===== src/sv/wmh64_pkg.sv =====
// Package for the word-mixing 64-bit hash: mixing constants, microcode
// field types, step addresses and the microcode ROM. No dependencies.
package wmh64_pkg;

  localparam logic [63:0] K1 = 64'h9e3779b185ebca87;
  localparam logic [63:0] K2 = 64'hc2b2ae3d27d4eb4f;
  localparam logic [63:0] K3 = 64'h165667b19e3779f9;
  localparam logic [63:0] K4 = 64'h27d4eb2f165667c5;
  localparam logic [63:0] K5 = 64'hff51afd7ed558ccd;
  localparam logic [63:0] K6 = 64'hc4ceb9fe1a85ec53;

  localparam int unsigned WordBytes = 8;

  typedef logic [4:0] step_t;

  // Multiplier partial product taken in a step.
  typedef enum logic [1:0] {
    MUL_NONE,
    MUL_LL,
    MUL_LH,
    MUL_HL
  } mul_op_t;

  // Constant used as the second multiplier operand.
  typedef enum logic [1:0] {
    KS_1,
    KS_2,
    KS_4,
    KS_5
  } ksel_t;

  // Update of the multiplier operand register.
  typedef enum logic [2:0] {
    X_HOLD,
    X_LEN,
    X_INPUT,
    X_ROT31,
    X_ROT23,
    X_HSHIFT,
    X_PSHIFT,
    X_K6
  } x_op_t;

  // Update of the running hash register.
  typedef enum logic [1:0] {
    H_HOLD,
    H_SEED,
    H_ADD3,
    H_LOAD_P
  } h_op_t;

  // Sequencing of the step counter.
  typedef enum logic [2:0] {
    F_NEXT,
    F_WAIT_ITEM,
    F_DISPATCH,
    F_END_ITEM,
    F_JUMP,
    F_EMIT
  } flow_t;

  typedef struct packed {
    mul_op_t mul;
    ksel_t   ksel;
    logic    k_is_6;
    x_op_t   xop;
    h_op_t   hop;
    flow_t   flow;
    step_t   target;
  } ucode_t;

  // Step addresses of the program.
  localparam step_t S_IDLE  = 5'd0;
  localparam step_t S_SEED  = 5'd1;
  localparam step_t S_DISP  = 5'd5;
  localparam step_t S_WORD  = 5'd6;
  localparam step_t S_BYTE  = 5'd14;
  localparam step_t S_FIN   = 5'd21;
  localparam step_t S_EMIT  = 5'd29;

  function automatic logic [63:0] kval(ksel_t sel, logic is_6);
    logic [63:0] k;
    case (sel)
      KS_1:    k = K1;
      KS_2:    k = K2;
      KS_4:    k = K4;
      KS_5:    k = K5;
      default: k = K1;
    endcase
    return is_6 ? K6 : k;
  endfunction

  // One control word per step. A multiply by a 64-bit constant modulo 2^64
  // takes three steps: low by low, low by high, high by low; a byte skips the last.
  function automatic ucode_t ucode_rom(step_t a);
    ucode_t u;
    case (a)
      // Wait for a transaction; the length register is parked in x.
      5'd0:  u = '{MUL_NONE, KS_1, 1'b0, X_LEN,    H_HOLD,   F_WAIT_ITEM, S_IDLE};
      // Seed: h = K1 ^ (length * K2).
      5'd1:  u = '{MUL_LL,   KS_2, 1'b0, X_HOLD,   H_HOLD,   F_NEXT,      S_IDLE};
      5'd2:  u = '{MUL_LH,   KS_2, 1'b0, X_HOLD,   H_HOLD,   F_NEXT,      S_IDLE};
      5'd3:  u = '{MUL_HL,   KS_2, 1'b0, X_HOLD,   H_HOLD,   F_NEXT,      S_IDLE};
      5'd4:  u = '{MUL_NONE, KS_1, 1'b0, X_HOLD,   H_SEED,   F_NEXT,      S_IDLE};
      // Dispatch on the byte count and the tail byte index.
      5'd5:  u = '{MUL_NONE, KS_1, 1'b0, X_INPUT,  H_HOLD,   F_DISPATCH,  S_IDLE};
      // Full word.
      5'd6:  u = '{MUL_LL,   KS_1, 1'b0, X_HOLD,   H_HOLD,   F_NEXT,      S_IDLE};
      5'd7:  u = '{MUL_LH,   KS_1, 1'b0, X_HOLD,   H_HOLD,   F_NEXT,      S_IDLE};
      5'd8:  u = '{MUL_HL,   KS_1, 1'b0, X_HOLD,   H_HOLD,   F_NEXT,      S_IDLE};
      5'd9:  u = '{MUL_NONE, KS_1, 1'b0, X_ROT31,  H_HOLD,   F_NEXT,      S_IDLE};
      5'd10: u = '{MUL_LL,   KS_2, 1'b0, X_HOLD,   H_HOLD,   F_NEXT,      S_IDLE};
      5'd11: u = '{MUL_LH,   KS_2, 1'b0, X_HOLD,   H_HOLD,   F_NEXT,      S_IDLE};
      5'd12: u = '{MUL_HL,   KS_2, 1'b0, X_HOLD,   H_HOLD,   F_NEXT,      S_IDLE};
      5'd13: u = '{MUL_NONE, KS_1, 1'b0, X_HOLD,   H_ADD3,   F_END_ITEM,  S_IDLE};
      // One tail byte; the byte operand has no upper half.
      5'd14: u = '{MUL_LL,   KS_4, 1'b0, X_HOLD,   H_HOLD,   F_NEXT,      S_IDLE};
      5'd15: u = '{MUL_LH,   KS_4, 1'b0, X_HOLD,   H_HOLD,   F_NEXT,      S_IDLE};
      5'd16: u = '{MUL_NONE, KS_1, 1'b0, X_ROT23,  H_HOLD,   F_NEXT,      S_IDLE};
      5'd17: u = '{MUL_LL,   KS_1, 1'b0, X_HOLD,   H_HOLD,   F_NEXT,      S_IDLE};
      5'd18: u = '{MUL_LH,   KS_1, 1'b0, X_HOLD,   H_HOLD,   F_NEXT,      S_IDLE};
      5'd19: u = '{MUL_HL,   KS_1, 1'b0, X_HOLD,   H_HOLD,   F_NEXT,      S_IDLE};
      5'd20: u = '{MUL_NONE, KS_1, 1'b0, X_HOLD,   H_LOAD_P, F_JUMP,      S_DISP};
      // Finalizer.
      5'd21: u = '{MUL_NONE, KS_1, 1'b0, X_HSHIFT, H_HOLD,   F_NEXT,      S_IDLE};
      5'd22: u = '{MUL_LL,   KS_5, 1'b0, X_HOLD,   H_HOLD,   F_NEXT,      S_IDLE};
      5'd23: u = '{MUL_LH,   KS_5, 1'b0, X_HOLD,   H_HOLD,   F_NEXT,      S_IDLE};
      5'd24: u = '{MUL_HL,   KS_5, 1'b0, X_HOLD,   H_HOLD,   F_NEXT,      S_IDLE};
      5'd25: u = '{MUL_NONE, KS_1, 1'b0, X_PSHIFT, H_HOLD,   F_NEXT,      S_IDLE};
      5'd26: u = '{MUL_LL,   KS_1, 1'b1, X_HOLD,   H_HOLD,   F_NEXT,      S_IDLE};
      5'd27: u = '{MUL_LH,   KS_1, 1'b1, X_HOLD,   H_HOLD,   F_NEXT,      S_IDLE};
      5'd28: u = '{MUL_HL,   KS_1, 1'b1, X_HOLD,   H_HOLD,   F_NEXT,      S_IDLE};
      5'd29: u = '{MUL_NONE, KS_1, 1'b0, X_HOLD,   H_HOLD,   F_EMIT,      S_IDLE};
      default: u = '{MUL_NONE, KS_1, 1'b0, X_HOLD, H_HOLD,   F_JUMP,      S_IDLE};
    endcase
    return u;
  endfunction

endpackage


===== src/sv/word_mix_hash64.sv =====
// Word-mixing 64-bit hash engine: a microcoded sequencer around one shared
// 32x32 multiplier. Depends on wmh64_pkg for constants and the microcode ROM.
//
// Usage. Software writes the byte length of the next message through
// cfg_we/cfg_data while the engine is idle; it only enters the seed, which
// is taken when the first transaction of a message arrives. Message words
// then arrive on the item channel (item_valid/item_ready) as word_data with
// byte_count valid bytes from the low end and last_item on the final one.
// Counts above eight act as eight. A full word mixes as a word; a partial
// word mixes byte by byte. On last_item the finalized hash appears on the
// result channel (result_valid/result_ready) as hash_wide and hash_folded.
//
// Timing. A multiply by a 64-bit constant runs as up to three partial
// products through the one multiplier, so the step program sets the rate:
// a full word runs the dispatch and word steps, after the seed steps on the
// first transaction of a message; a partial word runs the byte steps for
// each valid byte. A last transaction adds the finalizer steps before
// result_valid rises. item_ready is high only in the idle step.
//
// Reset clears the step counter, the message flag, the length register and
// the result valid. The result sits in its own register: while it waits on
// result_ready the engine keeps taking and mixing transactions, and stalls
// only in its emit step if a second result is ready before the first left.
module word_mix_hash64 (
  input  logic        clk,
  input  logic        rst,
  input  logic        cfg_we,
  input  logic [63:0] cfg_data,
  input  logic        item_valid,
  output logic        item_ready,
  input  logic [63:0] word_data,
  input  logic [3:0]  byte_count,
  input  logic        last_item,
  output logic        result_valid,
  input  logic        result_ready,
  output logic [63:0] hash_wide,
  output logic [31:0] hash_folded
);

  // Control state.
  wmh64_pkg::step_t   pc, pc_next;
  logic               in_msg, in_msg_next;
  logic               result_valid_next;
  logic [2:0]         idx;
  logic [63:0]        len;

  // Datapath registers; no reset needed.
  logic [63:0]        word;
  logic [3:0]         cnt;
  logic               last_q;
  logic [63:0]        x, x_next;
  logic [63:0]        p, p_next;
  logic [63:0]        h, h_next;
  logic [63:0]        res;

  wmh64_pkg::ucode_t  uc;
  logic               accept;
  logic               emit;
  logic [63:0]        kconst;
  logic [31:0]        mul_a, mul_b;
  logic [63:0]        prod;
  logic [63:0]        hp;
  logic [7:0]         tail_byte;
  logic               full_word;

  assign uc         = wmh64_pkg::ucode_rom(pc);
  assign item_ready = (pc == wmh64_pkg::S_IDLE);
  assign accept     = item_valid && item_ready;
  assign full_word  = (cnt == 4'(wmh64_pkg::WordBytes));
  assign tail_byte  = word[{idx, 3'b000} +: 8];
  assign hp         = h ^ p;
  assign kconst     = wmh64_pkg::kval(uc.ksel, uc.k_is_6);

  // Shared multiplier: one 32x32 partial product per step.
  always_comb begin
    case (uc.mul)
      wmh64_pkg::MUL_LH: begin
        mul_a = x[31:0];
        mul_b = kconst[63:32];
      end
      wmh64_pkg::MUL_HL: begin
        mul_a = x[63:32];
        mul_b = kconst[31:0];
      end
      default: begin
        mul_a = x[31:0];
        mul_b = kconst[31:0];
      end
    endcase
  end

  assign prod = 64'(mul_a) * 64'(mul_b);

  // Product accumulator. Cross terms only reach the upper half mod 2^64.
  always_comb begin
    case (uc.mul)
      wmh64_pkg::MUL_LL: p_next = prod;
      wmh64_pkg::MUL_LH: p_next = p + {prod[31:0], 32'h0};
      wmh64_pkg::MUL_HL: p_next = p + {prod[31:0], 32'h0};
      default:           p_next = p;
    endcase
  end

  // Multiplier operand register.
  always_comb begin
    case (uc.xop)
      wmh64_pkg::X_LEN:    x_next = len;
      wmh64_pkg::X_INPUT:  x_next = full_word ? word : {56'h0, tail_byte};
      wmh64_pkg::X_ROT31:  x_next = {hp[32:0], hp[63:33]};
      wmh64_pkg::X_ROT23:  x_next = {hp[40:0], hp[63:41]};
      wmh64_pkg::X_HSHIFT: x_next = h ^ {33'h0, h[63:33]};
      wmh64_pkg::X_PSHIFT: x_next = p ^ {33'h0, p[63:33]};
      default:             x_next = x;
    endcase
  end

  // Running hash register.
  always_comb begin
    case (uc.hop)
      wmh64_pkg::H_SEED:   h_next = wmh64_pkg::K1 ^ p;
      wmh64_pkg::H_ADD3:   h_next = p + wmh64_pkg::K3;
      wmh64_pkg::H_LOAD_P: h_next = p;
      default:             h_next = h;
    endcase
  end

  // Step sequencing and handshake control.
  always_comb begin
    pc_next           = pc + 5'd1;
    in_msg_next       = in_msg;
    emit              = 1'b0;
    result_valid_next = result_valid && !result_ready;
    case (uc.flow)
      wmh64_pkg::F_WAIT_ITEM: begin
        if (!accept) begin
          pc_next = wmh64_pkg::S_IDLE;
        end else if (in_msg) begin
          pc_next = wmh64_pkg::S_DISP;
        end else begin
          pc_next     = wmh64_pkg::S_SEED;
          in_msg_next = 1'b1;
        end
      end
      wmh64_pkg::F_DISPATCH: begin
        if (full_word) begin
          pc_next = wmh64_pkg::S_WORD;
        end else if ({1'b0, idx} < cnt) begin
          pc_next = wmh64_pkg::S_BYTE;
        end else if (last_q) begin
          pc_next = wmh64_pkg::S_FIN;
        end else begin
          pc_next = wmh64_pkg::S_IDLE;
        end
      end
      wmh64_pkg::F_END_ITEM: begin
        pc_next = last_q ? wmh64_pkg::S_FIN : wmh64_pkg::S_IDLE;
      end
      wmh64_pkg::F_JUMP: begin
        pc_next = uc.target;
      end
      wmh64_pkg::F_EMIT: begin
        if (!result_valid || result_ready) begin
          emit              = 1'b1;
          result_valid_next = 1'b1;
          in_msg_next       = 1'b0;
          pc_next           = wmh64_pkg::S_IDLE;
        end else begin
          pc_next = wmh64_pkg::S_EMIT;
        end
      end
      default: begin
        pc_next = pc + 5'd1;
      end
    endcase
  end

  always_ff @(posedge clk) begin
    if (rst) begin
      pc           <= wmh64_pkg::S_IDLE;
      in_msg       <= 1'b0;
      result_valid <= 1'b0;
      len          <= 64'h0;
      idx          <= 3'd0;
    end else begin
      pc           <= pc_next;
      in_msg       <= in_msg_next;
      result_valid <= result_valid_next;
      if (cfg_we) begin
        len <= cfg_data;
      end
      // The tail byte index advances when a byte has been folded in.
      if (accept) begin
        idx <= 3'd0;
      end else if (uc.xop == wmh64_pkg::X_ROT23) begin
        idx <= idx + 3'd1;
      end
    end
  end

  always_ff @(posedge clk) begin
    x <= x_next;
    p <= p_next;
    h <= h_next;
    if (accept) begin
      word   <= word_data;
      cnt    <= byte_count[3] ? 4'(wmh64_pkg::WordBytes) : byte_count;
      last_q <= last_item;
    end
    if (emit) begin
      res <= p ^ {33'h0, p[63:33]};
    end
  end

  assign hash_wide   = res;
  assign hash_folded = res[63:32] ^ res[31:0];

endmodule


===== config.mk =====
export PLATFORM = sky130hd
export DESIGN_NAME = word_mix_hash64
export DESIGN_NICKNAME = d
export VERILOG_FILES = /design/src/sv/wmh64_pkg.sv /design/src/sv/word_mix_hash64.sv
export SDC_FILE = /design/constraint.sdc
export NUM_CORES = 2
export LEC_CHECK = 0
export BUFFER_PORTS_ARGS = -buffer_cell sky130_fd_sc_hd__clkbuf_2
export CAP_MARGIN = 15
export CORE_MARGIN = 3
export CORE_UTILIZATION = 50
export CTS_CLUSTER_DIAMETER = 100
export CTS_CLUSTER_SIZE = 25
export DETAILED_ROUTE_END_ITERATION = 6
export PLACE_DENSITY = 0.72
export SLEW_MARGIN = 15
export SYNTH_ARGS = -nofsm -noshare
export SYNTH_HDL_FRONTEND = slang
export SYNTH_SLANG_ARGS = --single-unit

===== constraint.sdc =====
create_clock -name clk -period 22 [get_ports clk]
set_input_delay 3.3 -clock clk [delete_from_list [all_inputs] [get_ports clk]]
set_output_delay 3.3 -clock clk [all_outputs]
set_load 0.02 [all_outputs]

==> impl_metrics.yaml <==
status:
  status: "finished, final reports clean"
timing:
  setup_viol: 0
  timing.fmax_mhz: 88.6
  maxSlewHeadroom_pct: 15.4
  finalCritPeriodShare_pct: 51.3
  grt_setup_unrepaired: "no"
  period_needed_ps: 11290
  finalMaxSlewViolations: 0
  tightest_slew_ps: 1230
  final.setup.tns_ps: 0
  hold_viol: 0
  skew_ps: 38.2
routing:
  routed_wl_mm: 188
  vias: 43500
  final_antenna_net_count: 0
  vias_per_cell: 6.06
  drtIter0Drc: 5035
  dr.pass1.iters: 6
  remaining_drc_errors: 0
  wl_per_cell_um: 26.3
final_layout:
  design_area_um2: 57600
  layout.nets: 7096
  drive_above_1_share_pct: 8.05
  final_common_cell: "fa_1"
  fillCellCount: 9565
  syn2layout_area_growth_pct: 5.87
  final_cell_mix: "897 x fa_1, 894 x inv_1, 844 x nand2_1, 532 x nor2_1, 325 x edfxtp_1"
floorplan:
  ios: 236
  fp-row-count: 120
  start_util_pct: 50.6
  die_y_um: 336
  die_area_um2: 113000
  die_w_um: 336
  core_area_um2: 108000
synth:
  yosys.area.top_type_share_pct: 33.0
  synthCells: 5733
  yosys.area.top_type: "fa_1"
  synth-seq-cells: 413
  synth.area.top_cells: "fa_1 33%, edfxtp_1 18%, ha_1 7.2%"
  seq_area_frac_synth_pct: 21.2
  synth.cell_area_um2: 54400
  synth_fp_nets: 7080
  syn_area_per_cell_um2: 9.50
  ys_types: 88
  yosys_warnings: 0
  synth_ff_type: "edfxtp_1"
  synth-edff-count: 325
  ys_async_sr_fraction_pct: 0
critical_path:
  timing.critical_path.mode_cell: "fa_1"
  crit_family: "adder cells"
  start_kind: "register"
  max_stage_delay_ps: 780
  rrSetupSlack_ps: 10710
  critPathMaxFanout: 58
  cp.buffers_inverters: 6
  crit_arrival_ps: 11620
  endpoint_kind: "register"
  critPathKind: "reg -> reg"
  cp.required_ps: 22330
  worst_path_max_delay_cell: "mux2i_2"
cts:
  path_clk_slew_ps: 110
  cts_tree: "built"
  hold_buffers: 0
  cts_num_sinks: 413
  h-tree-depth: 1
  cts_buffers: 20
  cts_resized: 0
  clockRootBuffer: "clkbuf_16"
  cts_max_path_buffers: 3
  worstSkewPairLatency_ps: 580
  post-cts-setup-buffer-count: 0
global_routing:
  grt_pass1_vias: 44100
  antenna_found_initial: 8
  grt_pass1_wl_mm: 282
  grt_max_degree: 77
  grt-ovfl-total: 0
  track_usage_pct: 33.5
worst_hold_path:
  hold_class: "reg -> reg"
placement:
  place.gp.congestion: 1.01
  place_area_um2: 57000
  portBuffers: 235
  dp_hpwl_mm: 147
flow_run:
  max-cap-violations: 0
==> flip-flops by register name (all words and copies together), names as in the netlist, 5 cells and up <==
register,cells
word,64
h,64
len,64
uc,14
pc,5
p,64
hash_wide,64
x,64
==> cell usage after synthesis, drive strengths merged (10+ instances only) <==
library cell / instances
a22oi: 125
o21ai: 133
mux2i: 114
mux4: 16
edfxtp: 325
o211ai: 17
nand2: 847
xor2: 207
nor2: 541
a211oi: 14
fa: 897
buf: 25
nand2b: 33
o22ai: 19
xnor2: 94
o21bai: 19
inv: 895
nor2b: 31
a21oi: 150
a211o: 12
or4: 10
ha: 312
dfxtp: 88
o31ai: 21
or2: 10
and2: 52
and3: 18
nand4: 22
a21boi: 12
o21a: 20
a221oi: 20
clkbuf: 313
nand3: 69
a31oi: 20
a21o: 54
nor3: 37
mux2: 34
==> layer usage <==
metal  part of all wire [%]  wire length, um  track usage, %  up-vias
met1                     38            72200            45.2    22100
met2                     45            84200            51.9     2646
met5                  0.031               59               0        -
li1                       -                -               -    18200
met3                     11            21000            7.04      511
met4                    5.8            11000            15.9        8
==> worst reg2reg max path: cells and delay by family, from the launching register on <==
family / cells / cell delay (ps)
xor+xnor: 1 / 530
buf+inv: 6 / 1190
flops: 1 / 320
compound gates: 7 / 1930
fa+ha+maj: 10 / 4820
simple gates: 7 / 1500
mux: 1 / 790
==> layout make-up <==
| type | instances | area, um^2 | area share, % |
|---|---|---|---|
| antenna | 6 | 15.0 | 0.0260 |
| clock buffer | 34 | 584 | 1.01 |
| clock inverter | 2 | 38.8 | 0.0673 |
| inverter | 898 | 3370 | 5.85 |
| multi-input combinational | 4083 | 38400 | 66.7 |
| sequential | 413 | 11500 | 20.0 |
| tap | 1403 | 1760 | 3.05 |
| timing repair buffer | 333 | 1920 | 3.33 |
==> cells by family after synthesis <==
kind of cell	synth area share [%]
buffers and inverters	8.57
DFF	21.2
adders and majority gates	40.2
and+or+nand+nor	13.2
xor gates and xnor gates	4.88
AOI/OAI and AO/OA	8.60
muxes	3.46
==> stage by stage <==
stage	hold WS, ps	instances	setup WS, ps	util (%)
6_report	503	7172	10710	53.6
5_1_grt	531	7167	10110	53.6
4_1_cts	507	7165	10470	53.6
3_5_place_dp	484	7129	10400	53.0
3_3_place_gp	475	7128	10400	53.0
2_1_floorplan	424	5733	12610	-
==> final timing paths <==
path / start / to / cells after the start
setup reg to reg: uc[17] / p[57] / 32
setup / recovery: uc[17] / p[57] / 32
hold reg to reg: len[11] / len[11] / 2
hold / removal: len[11] / len[11] / 2
Power is not shown: default switching activity piles up to over one toggle a cycle in this logic, so the estimate is an artifact.
